==> config.mk <==
export PLATFORM = sky130hd
export DESIGN_NAME = playout_decode_time_scheduler
export DESIGN_NICKNAME = d
export VERILOG_FILES = /design/src/sv/pdts_pkg.sv /design/src/sv/pdts_div.sv /design/src/sv/pdts_ctrl.sv /design/src/sv/pdts_dpath.sv /design/src/sv/playout_decode_time_scheduler.sv
export SDC_FILE = /design/constraint.sdc
export NUM_CORES = 2
export LEC_CHECK = 0
export CAP_MARGIN = 20
export CORE_ASPECT_RATIO = 1.25
export CORE_UTILIZATION = 67
export CTS_CLUSTER_SIZE = 8
export DETAILED_ROUTE_END_ITERATION = 10
export DONT_BUFFER_PORTS = 1
export PLACE_DENSITY_LB_ADDON = 0.15
export SLEW_MARGIN = 30
export SYNTH_ARGS = -nofsm -noshare
export SYNTH_HDL_FRONTEND = slang
export SYNTH_HIERARCHICAL = 1
export SYNTH_SLANG_ARGS = --single-unit
==> constraint.sdc <==
create_clock -name i_clk -period 13.3 [get_ports i_clk]
set_clock_uncertainty 0.2 [all_clocks]
set_input_delay 0.665 -clock i_clk [delete_from_list [all_inputs] [get_ports i_clk]]
set_output_delay 0.665 -clock i_clk [all_outputs]
set_load 0.02 [all_outputs]
==> src/sv/pdts_pkg.sv <==
package pdts_pkg;

    localparam int FPS_W   = 10;
    localparam int DLY_W   = 24;
    localparam int IV_W    = 20;
    localparam int DEN_W   = 25;
    localparam int TIME_W  = 32;
    localparam int RATE_W  = 16;
    localparam int CORR_W  = 21;
    localparam int ADDR_W  = 3;
    localparam int DATA_W  = 32;

    // serial divider: remainder as wide as the largest divisor, quotient as the interval
    localparam int QW         = 20;
    localparam int STEP_W     = 5;
    localparam int RATE_FRAC  = 16;

    localparam logic [STEP_W-1:0] IV_STEPS   = STEP_W'(QW);
    localparam logic [STEP_W-1:0] RATE_STEPS = STEP_W'(RATE_FRAC);
    localparam logic [QW-1:0]     US_PER_S   = QW'(1000000);
    localparam logic [RATE_W-1:0] RATE_SAT   = '1;

    // x / 3 == (x * RECIP3) >> RECIP3_SH for x below 2^21
    localparam int                RECIP3_SH = 23;
    localparam logic [21:0]       RECIP3    = 22'd2796203;

    localparam int MIN_GAP = 2;

    localparam logic [RATE_W-1:0] TH_30  = RATE_W'(30);
    localparam logic [RATE_W-1:0] TH_50  = RATE_W'(50);
    localparam logic [RATE_W-1:0] TH_70  = RATE_W'(70);
    localparam logic [RATE_W-1:0] TH_80  = RATE_W'(80);
    localparam logic [RATE_W-1:0] TH_90  = RATE_W'(90);
    localparam logic [RATE_W-1:0] TH_110 = RATE_W'(110);
    localparam logic [RATE_W-1:0] TH_120 = RATE_W'(120);
    localparam logic [RATE_W-1:0] TH_130 = RATE_W'(130);
    localparam logic [RATE_W-1:0] TH_150 = RATE_W'(150);
    localparam logic [RATE_W-1:0] TH_250 = RATE_W'(250);

    typedef enum logic {
        REG_FPS   = 1'b0,
        REG_DELAY = 1'b1
    } t_reg_idx;

    typedef enum logic [3:0] {
        B_UP1,
        B_UP2,
        B_UP3,
        B_UP4,
        B_UP8,
        B_HOLD,
        B_DN8,
        B_DN4,
        B_DN3,
        B_DN23,
        B_DN34
    } t_band;

    typedef struct packed {
        logic load;
        logic iv_start;
        logic mul;
        logic scale;
        logic rate_start;
        logic corr;
        logic commit;
    } t_cmd;

    typedef struct packed {
        logic div_busy;
        logic out_free;
    } t_stat;

    function automatic t_band band_of(input logic [RATE_W-1:0] rate);
        t_band b;
        if (rate < TH_30) begin
            b = B_UP1;
        end else if (rate < TH_50) begin
            b = B_UP2;
        end else if (rate < TH_70) begin
            b = B_UP3;
        end else if (rate < TH_80) begin
            b = B_UP4;
        end else if (rate < TH_90) begin
            b = B_UP8;
        end else if (rate < TH_110) begin
            b = B_HOLD;
        end else if (rate < TH_120) begin
            b = B_DN8;
        end else if (rate < TH_130) begin
            b = B_DN4;
        end else if (rate < TH_150) begin
            b = B_DN3;
        end else if (rate < TH_250) begin
            b = B_DN23;
        end else begin
            b = B_DN34;
        end
        return b;
    endfunction

endpackage

==> src/sv/pdts_div.sv <==
module pdts_div (
    input  logic                             i_clk,
    input  logic                             i_rst_n,
    input  logic                             i_start,
    input  logic [pdts_pkg::STEP_W-1:0]      i_steps,
    input  logic [pdts_pkg::DEN_W-1:0]       i_rem_init,
    input  logic [pdts_pkg::QW-1:0]          i_quo_init,
    input  logic [pdts_pkg::DEN_W-1:0]       i_divisor,
    output logic                             o_busy,
    output logic [pdts_pkg::QW-1:0]          o_quo
);

    logic [pdts_pkg::STEP_W-1:0] r_cnt;
    logic [pdts_pkg::DEN_W-1:0]  r_rem;
    logic [pdts_pkg::QW-1:0]     r_quo;
    logic [pdts_pkg::DEN_W-1:0]  r_dvs;

    logic [pdts_pkg::DEN_W:0]    trial;
    logic [pdts_pkg::DEN_W:0]    diff;
    logic                        ge;

    // restoring step: shift in the next dividend bit, subtract when it fits
    assign trial = {r_rem, r_quo[pdts_pkg::QW-1]};
    assign ge    = trial >= {1'b0, r_dvs};
    assign diff  = trial - {1'b0, r_dvs};

    always_ff @(posedge i_clk) begin
        if (!i_rst_n) begin
            r_cnt <= '0;
        end else if (i_start) begin
            r_cnt <= i_steps;
        end else if (r_cnt != '0) begin
            r_cnt <= r_cnt - 1'b1;
        end
    end

    always_ff @(posedge i_clk) begin
        if (i_start) begin
            r_rem <= i_rem_init;
            r_quo <= i_quo_init;
            r_dvs <= i_divisor;
        end else if (r_cnt != '0) begin
            r_rem <= ge ? diff[pdts_pkg::DEN_W-1:0] : trial[pdts_pkg::DEN_W-1:0];
            r_quo <= {r_quo[pdts_pkg::QW-2:0], ge};
        end
    end

    assign o_busy = (r_cnt != '0);
    assign o_quo  = r_quo;

endmodule

==> src/sv/pdts_ctrl.sv <==
module pdts_ctrl (
    input  logic             i_clk,
    input  logic             i_rst_n,
    input  logic             i_in_valid,
    input  pdts_pkg::t_stat  i_stat,
    output pdts_pkg::t_cmd   o_cmd,
    output logic             o_in_stall
);

    typedef enum logic [7:0] {
        S_IDLE       = 8'b0000_0001,
        S_IV_DIV     = 8'b0000_0010,
        S_MUL        = 8'b0000_0100,
        S_SCALE      = 8'b0000_1000,
        S_RATE_START = 8'b0001_0000,
        S_RATE_DIV   = 8'b0010_0000,
        S_CORR       = 8'b0100_0000,
        S_SCHED      = 8'b1000_0000
    } t_state;

    t_state r_state;
    t_state n_state;

    always_comb begin
        n_state = r_state;
        o_cmd   = '0;
        unique case (r_state)
            S_IDLE: begin
                if (i_in_valid) begin
                    o_cmd.load     = 1'b1;
                    o_cmd.iv_start = 1'b1;
                    n_state        = S_IV_DIV;
                end
            end
            S_IV_DIV: begin
                if (!i_stat.div_busy) begin
                    n_state = S_MUL;
                end
            end
            S_MUL: begin
                o_cmd.mul = 1'b1;
                n_state   = S_SCALE;
            end
            S_SCALE: begin
                o_cmd.scale = 1'b1;
                n_state     = S_RATE_START;
            end
            S_RATE_START: begin
                o_cmd.rate_start = 1'b1;
                n_state          = S_RATE_DIV;
            end
            S_RATE_DIV: begin
                if (!i_stat.div_busy) begin
                    n_state = S_CORR;
                end
            end
            S_CORR: begin
                o_cmd.corr = 1'b1;
                n_state    = S_SCHED;
            end
            S_SCHED: begin
                // hold until the output register can take the item
                if (i_stat.out_free) begin
                    o_cmd.commit = 1'b1;
                    n_state      = S_IDLE;
                end
            end
            default: begin
                n_state = S_IDLE;
            end
        endcase
    end

    always_ff @(posedge i_clk) begin
        if (!i_rst_n) begin
            r_state <= S_IDLE;
        end else begin
            r_state <= n_state;
        end
    end

    assign o_in_stall = (r_state != S_IDLE);

endmodule

==> src/sv/pdts_dpath.sv <==
module pdts_dpath #(
    parameter int SEQ_BITS = 16
) (
    input  logic                                 i_clk,
    input  logic                                 i_rst_n,
    input  pdts_pkg::t_cmd                       i_cmd,
    output pdts_pkg::t_stat                      o_stat,
    input  logic [pdts_pkg::FPS_W-1:0]           i_fps,
    input  logic [pdts_pkg::DLY_W-1:0]           i_delay,
    input  logic                                 i_restart,
    input  logic [pdts_pkg::TIME_W-1:0]          i_present_time_us,
    input  logic [SEQ_BITS-1:0]                  i_current_seq,
    input  logic                                 i_current_seq_valid,
    input  logic [SEQ_BITS-1:0]                  i_newest_seq,
    input  logic [pdts_pkg::RATE_W-1:0]          i_fill_rate_in,
    input  logic                                 i_out_stall,
    output logic                                 o_out_valid,
    output logic [pdts_pkg::TIME_W-1:0]          o_next_time_us,
    output logic signed [pdts_pkg::CORR_W-1:0]   o_correction_us,
    output logic                                 o_scheduled,
    output logic [pdts_pkg::RATE_W-1:0]          o_fill_rate_out
);

    localparam int IV_W   = pdts_pkg::IV_W;
    localparam int DEN_W  = pdts_pkg::DEN_W;
    localparam int TIME_W = pdts_pkg::TIME_W;
    localparam int CORR_W = pdts_pkg::CORR_W;
    localparam int RATE_W = pdts_pkg::RATE_W;
    localparam int QW     = pdts_pkg::QW;
    localparam int FRAC   = pdts_pkg::RATE_FRAC;
    localparam int DMW    = SEQ_BITS - 1;
    localparam int PRW    = DMW + IV_W;
    localparam int NUMW   = PRW + 7;
    localparam int HIW    = NUMW - FRAC;
    localparam int CMPW   = (HIW > DEN_W) ? HIW : DEN_W;
    localparam int P3W    = 43;

    // item fields
    logic                      r_restart;
    logic [TIME_W-1:0]         r_present;
    logic [SEQ_BITS-1:0]       r_cur;
    logic                      r_cur_valid;
    logic [RATE_W-1:0]         r_fill;
    logic [DMW-1:0]            r_dmag;
    logic                      r_rate_zero;

    // working registers
    logic [IV_W-1:0]           r_interval;
    logic [PRW-1:0]            r_prod;
    logic [NUMW-1:0]           r_num;
    logic                      r_sat;
    logic [RATE_W-1:0]         r_rate;
    logic signed [CORR_W-1:0]  r_corr;

    // timing state
    logic [SEQ_BITS-1:0]       r_base;
    logic                      r_base_valid;
    logic [TIME_W-1:0]         r_next;

    // output register
    logic                      r_out_valid;
    logic [TIME_W-1:0]         r_o_next;
    logic signed [CORR_W-1:0]  r_o_corr;
    logic                      r_o_sched;
    logic [RATE_W-1:0]         r_o_rate;

    logic                      div_start;
    logic                      div_busy;
    logic [pdts_pkg::STEP_W-1:0] div_steps;
    logic [DEN_W-1:0]          div_rem_init;
    logic [QW-1:0]             div_quo_init;
    logic [DEN_W-1:0]          div_dvs;
    logic [QW-1:0]             div_quo;

    logic [SEQ_BITS-1:0]       seq_span;
    logic [IV_W-1:0]           iv_now;
    logic [DEN_W-1:0]          den;
    logic [CMPW-1:0]           hi_ext;
    logic [CMPW-1:0]           den_ext;

    pdts_pkg::t_band           band;
    logic [IV_W:0]             x3;
    logic [P3W-1:0]            prod3;
    logic [IV_W-1:0]           third;
    logic [IV_W+1:0]           three_iv;
    logic [IV_W-1:0]           mag;
    logic                      neg;
    logic [SEQ_BITS-1:0]       gap;
    logic                      allow;
    logic signed [CORR_W-1:0]  corr_val;

    logic [TIME_W-1:0]         iv32;
    logic [TIME_W-1:0]         corr32;
    logic [TIME_W-1:0]         t_sum;
    logic [TIME_W-1:0]         t_fix;
    logic                      no_rate;
    logic                      out_free;

    assign seq_span = i_newest_seq - i_current_seq;
    assign iv_now   = (i_fps == '0) ? '0 : div_quo[IV_W-1:0];
    assign den      = DEN_W'(r_interval) + DEN_W'(i_delay);
    assign hi_ext   = CMPW'(r_num[NUMW-1:FRAC]);
    assign den_ext  = CMPW'(den);

    // one divider serves the frame interval and the buffered rate
    assign div_start    = i_cmd.iv_start | i_cmd.rate_start;
    assign div_steps    = i_cmd.iv_start ? pdts_pkg::IV_STEPS : pdts_pkg::RATE_STEPS;
    assign div_rem_init = i_cmd.iv_start ? '0 : hi_ext[DEN_W-1:0];
    assign div_quo_init = i_cmd.iv_start ? pdts_pkg::US_PER_S
                                         : {r_num[FRAC-1:0], {(QW-FRAC){1'b0}}};
    assign div_dvs      = i_cmd.iv_start ? DEN_W'(i_fps) : den;

    pdts_div u_div (
        .i_clk      (i_clk),
        .i_rst_n    (i_rst_n),
        .i_start    (div_start),
        .i_steps    (div_steps),
        .i_rem_init (div_rem_init),
        .i_quo_init (div_quo_init),
        .i_divisor  (div_dvs),
        .o_busy     (div_busy),
        .o_quo      (div_quo)
    );

    // correction band
    assign band     = pdts_pkg::band_of(r_fill);
    assign x3       = (band == pdts_pkg::B_DN23) ? {r_interval, 1'b0} : {1'b0, r_interval};
    assign prod3    = P3W'(x3) * P3W'(pdts_pkg::RECIP3);
    assign third    = prod3[pdts_pkg::RECIP3_SH +: IV_W];
    assign three_iv = {2'b00, r_interval} + {1'b0, r_interval, 1'b0};

    always_comb begin
        mag = '0;
        neg = 1'b0;
        unique case (band)
            pdts_pkg::B_UP1:  mag = r_interval;
            pdts_pkg::B_UP2:  mag = r_interval >> 1;
            pdts_pkg::B_UP3:  mag = third;
            pdts_pkg::B_UP4:  mag = r_interval >> 2;
            pdts_pkg::B_UP8:  mag = r_interval >> 3;
            pdts_pkg::B_HOLD: mag = '0;
            pdts_pkg::B_DN8: begin
                mag = r_interval >> 3;
                neg = 1'b1;
            end
            pdts_pkg::B_DN4: begin
                mag = r_interval >> 2;
                neg = 1'b1;
            end
            pdts_pkg::B_DN3, pdts_pkg::B_DN23: begin
                mag = third;
                neg = 1'b1;
            end
            pdts_pkg::B_DN34: begin
                mag = three_iv[IV_W+1:2];
                neg = 1'b1;
            end
            default: begin
                mag = '0;
                neg = 1'b0;
            end
        endcase
    end

    // a correction needs a valid frame and more than two frames since the last one
    assign gap      = r_cur - r_base;
    assign allow    = r_cur_valid &&
                      (!r_base_valid ||
                       (!gap[SEQ_BITS-1] && (gap > SEQ_BITS'(pdts_pkg::MIN_GAP))));
    assign corr_val = !allow ? '0 : (neg ? -CORR_W'(mag) : CORR_W'(mag));

    // next decode time, folded to 1 near the top of the time range
    assign iv32    = TIME_W'(r_interval);
    assign corr32  = {{(TIME_W-CORR_W){r_corr[CORR_W-1]}}, r_corr};
    assign t_sum   = r_present + iv32 + corr32;
    assign t_fix   = (t_sum > ~iv32) ? TIME_W'(1) : t_sum;
    assign no_rate = (r_next == '0) && (r_interval == '0);

    assign out_free        = !r_out_valid || !i_out_stall;
    assign o_stat.div_busy = div_busy;
    assign o_stat.out_free = out_free;

    always_ff @(posedge i_clk) begin
        if (i_cmd.load) begin
            r_restart   <= i_restart;
            r_present   <= i_present_time_us;
            r_cur       <= i_current_seq;
            r_cur_valid <= i_current_seq_valid;
            r_fill      <= i_fill_rate_in;
            r_dmag      <= seq_span[DMW-1:0];
            r_rate_zero <= (i_delay == '0) || !i_current_seq_valid || seq_span[SEQ_BITS-1];
        end
        if (i_cmd.mul) begin
            r_interval <= iv_now;
            r_prod     <= PRW'(r_dmag) * PRW'(iv_now);
        end
        if (i_cmd.scale) begin
            r_num <= (NUMW'(r_prod) << 6) + (NUMW'(r_prod) << 5) + (NUMW'(r_prod) << 2);
        end
        if (i_cmd.rate_start) begin
            r_sat <= (hi_ext >= den_ext);
        end
        if (i_cmd.corr) begin
            r_rate <= r_rate_zero ? '0 : (r_sat ? pdts_pkg::RATE_SAT : div_quo[RATE_W-1:0]);
            r_corr <= corr_val;
        end
    end

    always_ff @(posedge i_clk) begin
        if (!i_rst_n) begin
            r_base       <= '0;
            r_base_valid <= 1'b0;
            r_next       <= '0;
        end else if (i_cmd.commit) begin
            if (r_restart) begin
                r_base       <= '0;
                r_base_valid <= 1'b0;
                r_next       <= '0;
            end else if (!no_rate) begin
                r_next <= t_fix;
                if (r_corr != '0) begin
                    r_base       <= r_cur;
                    r_base_valid <= 1'b1;
                end
            end
        end
    end

    always_ff @(posedge i_clk) begin
        if (!i_rst_n) begin
            r_out_valid <= 1'b0;
        end else if (i_cmd.commit) begin
            r_out_valid <= 1'b1;
        end else if (!i_out_stall) begin
            r_out_valid <= 1'b0;
        end
    end

    always_ff @(posedge i_clk) begin
        if (i_cmd.commit) begin
            r_o_rate <= r_rate;
            if (r_restart) begin
                r_o_next  <= '0;
                r_o_corr  <= '0;
                r_o_sched <= 1'b0;
            end else if (no_rate) begin
                r_o_next  <= r_next;
                r_o_corr  <= '0;
                r_o_sched <= 1'b0;
            end else begin
                r_o_next  <= t_fix;
                r_o_corr  <= r_corr;
                r_o_sched <= 1'b1;
            end
        end
    end

    assign o_out_valid     = r_out_valid;
    assign o_next_time_us  = r_o_next;
    assign o_correction_us = r_o_corr;
    assign o_scheduled     = r_o_sched;
    assign o_fill_rate_out = r_o_rate;

endmodule

==> src/sv/playout_decode_time_scheduler.sv <==
// Playout decode-time scheduler.
// Input channel (i_in_valid / o_in_stall) takes one item per video frame:
// restart flag, present time, processing and newest sequence numbers and the
// fill rate that picks the correction band. The output channel
// (o_out_valid / i_out_stall) returns one item per input item: next decode
// time, correction applied, scheduled flag and the measured buffered rate.
// Configuration goes through the APB port: byte address 0 holds the frame
// rate, address 4 the target delay in microseconds.
// Each item passes the interval division, multiply, scale, rate division,
// correction and scheduling states; a new item is accepted only after the
// previous one is committed. The shared serial divider takes 20 steps for the
// frame interval, 16 for the buffered rate, one quotient bit per cycle.
// While the receiver stalls, the finished item waits in the output register
// and the next item is processed up to the final step, then held.
// Reset clears the timing state, the frame rate and the target delay; the
// block accepts items in the first cycle after reset.
module playout_decode_time_scheduler #(
    parameter int SEQ_BITS = 16
) (
    input  logic                                 i_clk,
    input  logic                                 i_rst_n,

    input  logic                                 psel,
    input  logic                                 penable,
    input  logic                                 pwrite,
    input  logic [pdts_pkg::ADDR_W-1:0]          paddr,
    input  logic [pdts_pkg::DATA_W-1:0]          pwdata,
    output logic [pdts_pkg::DATA_W-1:0]          prdata,
    output logic                                 pready,

    input  logic                                 i_in_valid,
    output logic                                 o_in_stall,
    input  logic                                 i_restart,
    input  logic [pdts_pkg::TIME_W-1:0]          i_present_time_us,
    input  logic [SEQ_BITS-1:0]                  i_current_seq,
    input  logic                                 i_current_seq_valid,
    input  logic [SEQ_BITS-1:0]                  i_newest_seq,
    input  logic [pdts_pkg::RATE_W-1:0]          i_fill_rate_in,

    output logic                                 o_out_valid,
    input  logic                                 i_out_stall,
    output logic [pdts_pkg::TIME_W-1:0]          o_next_time_us,
    output logic signed [pdts_pkg::CORR_W-1:0]   o_correction_us,
    output logic                                 o_scheduled,
    output logic [pdts_pkg::RATE_W-1:0]          o_fill_rate_out
);

    logic [pdts_pkg::FPS_W-1:0] r_fps;
    logic [pdts_pkg::DLY_W-1:0] r_delay;
    logic                       wr_en;
    pdts_pkg::t_reg_idx         reg_idx;
    pdts_pkg::t_cmd             w_cmd;
    pdts_pkg::t_stat            w_stat;

    assign pready  = 1'b1;
    assign wr_en   = psel && penable && pwrite && pready;
    assign reg_idx = pdts_pkg::t_reg_idx'(paddr[2]);

    always_ff @(posedge i_clk) begin
        if (!i_rst_n) begin
            r_fps   <= '0;
            r_delay <= '0;
        end else if (wr_en) begin
            unique case (reg_idx)
                pdts_pkg::REG_FPS: begin
                    // a zero frame rate leaves the interval as it was
                    if (pwdata[pdts_pkg::FPS_W-1:0] != '0) begin
                        r_fps <= pwdata[pdts_pkg::FPS_W-1:0];
                    end
                end
                pdts_pkg::REG_DELAY: r_delay <= pwdata[pdts_pkg::DLY_W-1:0];
                default: ;
            endcase
        end
    end

    always_comb begin
        unique case (reg_idx)
            pdts_pkg::REG_FPS:   prdata = pdts_pkg::DATA_W'(r_fps);
            pdts_pkg::REG_DELAY: prdata = pdts_pkg::DATA_W'(r_delay);
            default:             prdata = '0;
        endcase
    end

    pdts_ctrl u_ctrl (
        .i_clk      (i_clk),
        .i_rst_n    (i_rst_n),
        .i_in_valid (i_in_valid),
        .i_stat     (w_stat),
        .o_cmd      (w_cmd),
        .o_in_stall (o_in_stall)
    );

    pdts_dpath #(
        .SEQ_BITS (SEQ_BITS)
    ) u_dpath (
        .i_clk               (i_clk),
        .i_rst_n             (i_rst_n),
        .i_cmd               (w_cmd),
        .o_stat              (w_stat),
        .i_fps               (r_fps),
        .i_delay             (r_delay),
        .i_restart           (i_restart),
        .i_present_time_us   (i_present_time_us),
        .i_current_seq       (i_current_seq),
        .i_current_seq_valid (i_current_seq_valid),
        .i_newest_seq        (i_newest_seq),
        .i_fill_rate_in      (i_fill_rate_in),
        .i_out_stall         (i_out_stall),
        .o_out_valid         (o_out_valid),
        .o_next_time_us      (o_next_time_us),
        .o_correction_us     (o_correction_us),
        .o_scheduled         (o_scheduled),
        .o_fill_rate_out     (o_fill_rate_out)
    );

    a_busy_after_accept: assert property (
        @(posedge i_clk) disable iff (!i_rst_n)
        (i_in_valid && !o_in_stall) |=> o_in_stall
    ) else $error("input accepted while previous item still in work");

    a_no_corr_unscheduled: assert property (
        @(posedge i_clk) disable iff (!i_rst_n)
        (o_out_valid && !o_scheduled) |-> (o_correction_us == '0)
    ) else $error("correction reported on an unscheduled item");

    a_commit_into_free_slot: assert property (
        @(posedge i_clk) disable iff (!i_rst_n)
        w_cmd.commit |-> (!o_out_valid || !i_out_stall)
    ) else $error("result written over a stalled output item");

    a_stall_released_by_commit: assert property (
        @(posedge i_clk) disable iff (!i_rst_n)
        w_cmd.commit |=> (!o_in_stall && o_out_valid)
    ) else $error("commit did not release input and present the result");

endmodule
# Yosys cells after proc, flatten, opt, wreduce, memory -nomap -nowiden

Index checks and enable logic that the tools add are counted.

Bits in registers: 454
Output and inout port bits: 105
Word-level logic and storage cells: 171

Add/sub/neg operators: 11
Multipliers: 2
Order comparisons: 14
Equality and inequality tests: 24
Mux-type cells: 53
Bitwise gates (word level): 3
Reductions and logical operators: 34

Operators by type and width:

| cell                                                 | number |
|---|---|
| one-hot mux 20 bit (6 select lines)                  | 1 |
| 2-to-1 mux 20 bit                                    | 5 |
| 2-to-1 mux 25 bit                                    | 4 |
| 2-to-1 mux 32 bit                                    | 3 |
| < comparator 16 x 7 -> 1 bit (second input constant) | 5 |
| 2-to-1 mux 16 bit                                    | 4 |
| one-hot mux 32 bit (2 select lines)                  | 1 |
| one-hot mux 8 bit (8 select lines)                   | 1 |
| greater-or-equal comparator 26 x 25 -> 1 bit         | 2 |
| < comparator 16 x 8 -> 1 bit (second input constant) | 3 |
| multiplier 21 x 22 -> 43 bit (second input constant) | 1 |
| adder 41 x 40 -> 42 bit                              | 1 |
| adder 42 x 37 -> 42 bit                              | 1 |
| 2-to-1 mux 4 bit                                     | 9 |
| multiplier 15 x 20 -> 35 bit                         | 1 |
| adder 32 x 20 -> 32 bit                              | 1 |
| adder 32 bit                                         | 1 |
| greater-than comparator 32 bit                       | 1 |
| logical NOT 32 bit                                   | 1 |
| 2-to-1 mux 8 bit                                     | 4 |
| inverter 20 -> 32 bit                                | 1 |
| subtractor 16 bit                                    | 2 |
| adder 20 x 24 -> 25 bit                              | 1 |
| subtractor 25 bit                                    | 1 |
| 46 further kinds                                     | 86 |

# Longest topological paths before layout

Depth after elaboration: 17
Mapped depth: 34

# Modules after synthesis

Netlist, hierarchy kept.

Modules (own cells, without submodules):

| module                        | instances | cells an instance | area each (um^2) |
|---|---|---|---|
| pdts_dpath                    | 1         | 3872              | 38256.7 |
| pdts_div                      | 1         | 441               | 4683.2 |
| playout_decode_time_scheduler | 1         | 189               | 1701.6 |
| pdts_ctrl                     | 1         | 67                | 508.0 |

# Least setup slack after synthesis

No wires, ideal clock.

Path type: flip-flop to flip-flop
Start point: register u_dpath.r_fill[13]
End point: register u_dpath.r_corr[19], data pin
Library setup time: 266 ps
Arrival: 8733 ps
Data required time: 12834 ps
Path slack: 4101 ps
Stages on the path, launching flop included: 32
Clock period less this slack: 9199 ps
Cells stage by stage: edfxtp_1 > nor4_4 > nand3_4 > nor3_4 > clkbuf_1 > clkbuf_1 > nand2_1 > o21ai_0 > ha_1 > inv_1 > fa_1 > fa_1 > fa_1 > inv_1 > fa_1 > inv_1 > fa_1 > inv_1 > fa_1 > ha_1 > nand2_1 > nor4_2 > nand4_1 > o311a_4 > o211a_1 > a21oi_2 > a21oi_1 > or3b_2 > nor4_4 > a41oi_1 > xnor2_1 > nor2_1

Longest elaborated chain between the ends: 17
Elaborated cells between the ends (all ways): 40
Classes of those cells: 1 x add/sub; 1 x mul; 10 x order compare; 9 x eq/ne; 14 x mux; 5 x reduce/logical

RTL lines:

| what                                | line                                 | RTL |
|---|---|---|
| start: declaration                  | pdts_dpath.sv:43                     | `logic [RATE_W-1:0] r_fill;` |
| start signal: assignment            | pdts_dpath.sv:189                    | `r_fill <= i_fill_rate_in;` |
| < comparator 16 x 8 -> 1 bit        | pdts_pkg.sv:94                       | `end else if (rate < TH_250) begin` |
| 2-to-1 mux 2 bit                    | pdts_pkg.sv:94                       |  |
| 2-to-1 mux 4 bit                    | pdts_pkg.sv:92                       | `end else if (rate < TH_150) begin` |
| 2-to-1 mux 4 bit                    | pdts_pkg.sv:90                       | `end else if (rate < TH_130) begin` |
| 2-to-1 mux 4 bit                    | pdts_pkg.sv:88                       | `end else if (rate < TH_120) begin` |
| 2-to-1 mux 4 bit                    | pdts_pkg.sv:86                       | `end else if (rate < TH_110) begin` |
| 2-to-1 mux 4 bit                    | pdts_pkg.sv:84                       | `end else if (rate < TH_90) begin` |
| 2-to-1 mux 4 bit                    | pdts_pkg.sv:82                       | `end else if (rate < TH_80) begin` |
| 2-to-1 mux 4 bit                    | pdts_pkg.sv:80                       | `end else if (rate < TH_70) begin` |
| 2-to-1 mux 4 bit                    | pdts_pkg.sv:78                       | `end else if (rate < TH_50) begin` |
| 2-to-1 mux 4 bit (*)                | pdts_pkg.sv:76                       | `if (rate < TH_30) begin` |
| == test 4 bit                       | pdts_dpath.sv:127, pdts_dpath.sv:135 |  |
| 2-to-1 mux 21 bit                   | pdts_dpath.sv:127                    | `assign x3 = (band == pdts_pkg::B_DN23) ? {r_interval, 1'b0} : {1'b0, r_interval};` |
| multiplier 21 x 22 -> 43 bit        | pdts_dpath.sv:128                    | `assign prod3 = P3W'(x3) * P3W'(pdts_pkg::RECIP3);` |
| one-hot mux 20 bit (6 select lines) | pdts_dpath.sv:135                    | `unique case (band)` |
| negation 20 -> 21 bit               | pdts_dpath.sv:170                    | `assign corr_val = !allow ? '0 : (neg ? -CORR_W'(mag) : CORR_W'(mag));` |
| 2-to-1 mux 20 bit (*)               | pdts_dpath.sv:170                    |  |
| end signal: assignment              | pdts_dpath.sv:205                    | `r_corr <= corr_val;` |
| end: declaration                    | pdts_dpath.sv:53                     | `logic signed [CORR_W-1:0] r_corr;` |

Mark *: on every way between the ends. The rest lies on a longest branch, timed or not.
A chain may end at the register's enable or synchronous reset.

# Worst setup path in the final report

Start point: register u_dpath.r_fill[5]
End point: register u_dpath.r_corr[14], data pin

Same word-level chain as after synthesis.

==> flow_metrics.env <==
export IMPL_status="complete, but fails checks"
export IMPL_violations="DRC"
export IMPL_synthFlopType="edfxtp_1"
export IMPL_drive_gt1_share_pct=5.22
export IMPL_synth_compound_area_share_pct=13.5
export IMPL_finalSetupViolCount=0
export IMPL_pin_count=229
export IMPL_synth_area_leaders="edfxtp_1 (24%), fa_1 (18%), ha_1 (14%)"
export IMPL_yosysTopAreaCell="edfxtp_1"
export IMPL_core_sq_mm=0.0667
export IMPL_via_count=34900
export IMPL_ctsRootBufferMaster="clkbuf_16"
export IMPL_synth_common_cells="inv_1 (563), ha_1 (497), nand2_1 (426)"
export IMPL_max_freq_mhz=95.5
export IMPL_yosysUniqueCellTypes=110
export IMPL_ant_nets=0
export IMPL_hold_class="input port to flop"
export IMPL_yosysMostFrequentCell="inv_1"
export IMPL_clkLatencyLatePin_ns=0.61
export IMPL_cp_start_kind="flop"
export IMPL_utilization_pct=73.1
export IMPL_cts_buffers=67
export IMPL_start_util_pct=67.7
export IMPL_synth_seq_cells=451
export IMPL_portBuffers=0
export IMPL_drc=42
export IMPL_ys_seq_area_share_pct=27.8
export IMPL_dpl_hpwl_mm=91.5
export IMPL_rsz0062_at_grt="no"
export IMPL_r2r_end="u_dpath/r_corr[14]$_SDFFCE_PN0P_"
export IMPL_synth_top_family_by_area="adder cells"
export IMPL_synth_adder_area_share_pct=32.1
export IMPL_grt_pass1_wl_mm=190
export IMPL_timing_hold_ws_ns=0.0190
export IMPL_cpMaxStageDelayCell="fa_1"
export IMPL_p_leak_nw=21.8
export IMPL_clock_sinks=451
export IMPL_synth_top_cell_area_share_pct=23.5
export IMPL_grt_pass1_vias=35000
export IMPL_dr_pass1_iters=9
export IMPL_synth_xor_area_share_pct=3.45
export IMPL_vdd_drop_max_mv=0.264
export IMPL_arrival_ns=10.62
export IMPL_drv_cap=0
export IMPL_relSlewSlack_pct=32.7
export IMPL_placementRows=106
export IMPL_cts_max_level=3
export IMPL_avgSynthCellArea_sq_um=9.88
export IMPL_synth_warning_count=6
export IMPL_synth_edf_count=354
export IMPL_gp_congestion=1.02
export IMPL_worstHoldPathCells=2
export IMPL_wl_per_cell_um=22.0
export IMPL_syn_area_sq_mm=0.0451
export IMPL_grt_antenna_before_repair=7
export IMPL_syn_inst=4569
export IMPL_fin_crit_sh_pct=78.7
export IMPL_r2r_start="u_dpath/r_fill[5]$_DFFE_PP_"
export IMPL_synthSimpleGateAreaFrac_pct=15.2
export IMPL_hold_start="pwdata[11]"
export IMPL_cp_required_ns=13.45
export IMPL_synthToLayoutAreaGrowth_pct=8.08
export IMPL_end_kind="flop"
export IMPL_pre_cts_ws_ns=2.92
export IMPL_reg2reg_depth=31
export IMPL_cts_tree="done"
export IMPL_async_flop_share_pct=0
export IMPL_fin_tns_setup_ns=0
export IMPL_worstMarginPinSlew_ns=1.01
export IMPL_synth_area_mux_share_pct=1.45
export IMPL_final_nets=5645
export IMPL_crit_type="flop to flop"
export IMPL_ff2ff_setup_slack_ns=2.83
export IMPL_fin_crit_ns=10.47
export IMPL_clockBufferDepth=3
export IMPL_fillCellCount=4886
export IMPL_hold_viol_final=0
export IMPL_initialDrtViolationCount=2788
export IMPL_maxSlewViolCount=0
export IMPL_grt_overflow=0
export IMPL_die_x_um=234
export IMPL_drt_total_wl_mm=121
export IMPL_power_density_mw_per_mm2=156
export IMPL_holdPathEnd="r_delay[11]$_SDFFE_PN0P_"
export IMPL_worst_path_largest_cell_delay_ns=0.68
export IMPL_grt_start_max_net_pins=91
export IMPL_die_area_sq_mm=0.0684
export IMPL_path_clk_slew_ns=0.06
export IMPL_setup_ws_ns=2.83
export IMPL_grt_usage_pct=36.0
export IMPL_cts_setup_buffers=0
export IMPL_path_max_fanout=36
export IMPL_via_per_inst=6.32
export IMPL_die_y_um=292
-- cells in the final DEF, fill, tap and decap left out, types with 64 or more instances in the layout --
cell,Yosys,layout
and2_1,81,80
nand3_1,65,64
o21ai_0,177,176
fa_1,413,413
a21oi_1,187,187
nor2b_1,95,95
inv_1,563,563
nor2_1,248,245
dlygate4sd3_1,0,82
and3_1,139,139
dfxtp_1,97,97
nand2_1,426,425
clkbuf_16,0,67
xnor2_1,119,119
a21o_1,82,82
edfxtp_1,354,354
ha_1,497,497
-- state kept, by name, summed over array words and instances, names as in the netlist, 5 cells and up --
register and cells:
r_delay 24, u_dpath/r_corr 21, u_dpath/u_div/o_quo 20, u_dpath/u_div/r_rem 25, u_dpath/r_base 16, u_dpath/o_fill_rate_out 16, u_dpath/r_interval 20, u_dpath/u_div/r_cnt 5
u_dpath/r_prod 35, u_dpath/o_correction_us 21, u_dpath/r_rate 16, u_dpath/r_present 32, u_dpath/r_next 32, u_dpath/r_num 40, u_dpath/r_dmag 15, r_fps 10
u_dpath/u_div/r_dvs 25, u_dpath/o_next_time_us 32, u_dpath/r_cur 16, u_dpath/r_fill 15, u_ctrl/r_state 8
-- area by class of cell --
type	count	area (sq um)	share of cell area, %
antenna	6	15.0	0.0308
clock buffer	99	1800	3.68
clock inverter	10	179	0.367
inverter	564	2120	4.34
multi-input combinational	3394	29800	61.1
sequential	451	12600	25.8
tap	864	1080	2.22
timing repair buffer	133	1240	2.53
-- critical path: cells and delay by family, from the launching register on --
kind,cells,cell delay (ns)
compound gates,5,2.01
mux,1,0.45
xor+xnor,2,0.45
flops,1,0.63
simple gates,9,1.86
fa+ha+maj,7,3.53
buf+inv,7,1.02
-- report_power, final --
part,internal [mW],switching (mW)
logic,1.65,2.33
clock network,0.942,0.650
registers,1.82,0.214
-- how the worst max path moves through the flow --
stage / depth (start not counted) / to / slack [ns] / from
after floorplan: 31 / u_dpath/r_corr[19]$_SDFFCE_PN0P_ / 4.10 / u_dpath/r_fill[13]$_DFFE_PP_
after detailed placement: 30 / u_dpath/r_corr[14]$_SDFFCE_PN0P_ / 2.92 / u_dpath/r_fill[9]$_DFFE_PP_
after global routing: 31 / u_dpath/r_corr[16]$_SDFFCE_PN0P_ / 2.29 / u_dpath/r_fill[5]$_DFFE_PP_
final: 31 / u_dpath/r_corr[14]$_SDFFCE_PN0P_ / 2.83 / u_dpath/r_fill[5]$_DFFE_PP_
after global placement: 30 / u_dpath/r_corr[14]$_SDFFCE_PN0P_ / 3.09 / u_dpath/r_fill[9]$_DFFE_PP_
after CTS: 30 / u_dpath/r_corr[16]$_SDFFCE_PN0P_ / 2.88 / u_dpath/r_fill[9]$_DFFE_PP_
-- repair_timing --
action                                  CTS  global route
hold buffers                             80             2
endpoints found under the setup margin    0             0
endpoints found under the hold margin    80             1
resized for setup                         0             0
-- metrics by stage --
step	instance area [sq um]	cells	power, mW
after floorplan	45200	4584	4.89
after global placement	45900	5320	5.90
after detailed placement	45900	5321	5.97
after CTS	48700	5510	7.61
after global routing	48800	5518	8.14
final	48800	5521	7.60
-- layer usage --
metal  share of wire, %  GRT usage, %  vias to the layer above
li1                   -             -                    16000
met1                 38          44.4                    17100
met2                 49          60.3                     1432
met3                7.5          5.76                      391
met4                5.7          19.2                        6
met5              0.028             0                        -
-- kinds of logic after synthesis --
| logic type | count (synthesis) |
|---|---|
| mux | 61 |
| compound gates | 877 |
| xor+xnor | 178 |
| flops | 451 |
| simple gates | 1349 |
| other cells | 4 |
| buf+inv | 739 |
| fa+ha+maj | 910 |
(Power assumes the default switching activity.)
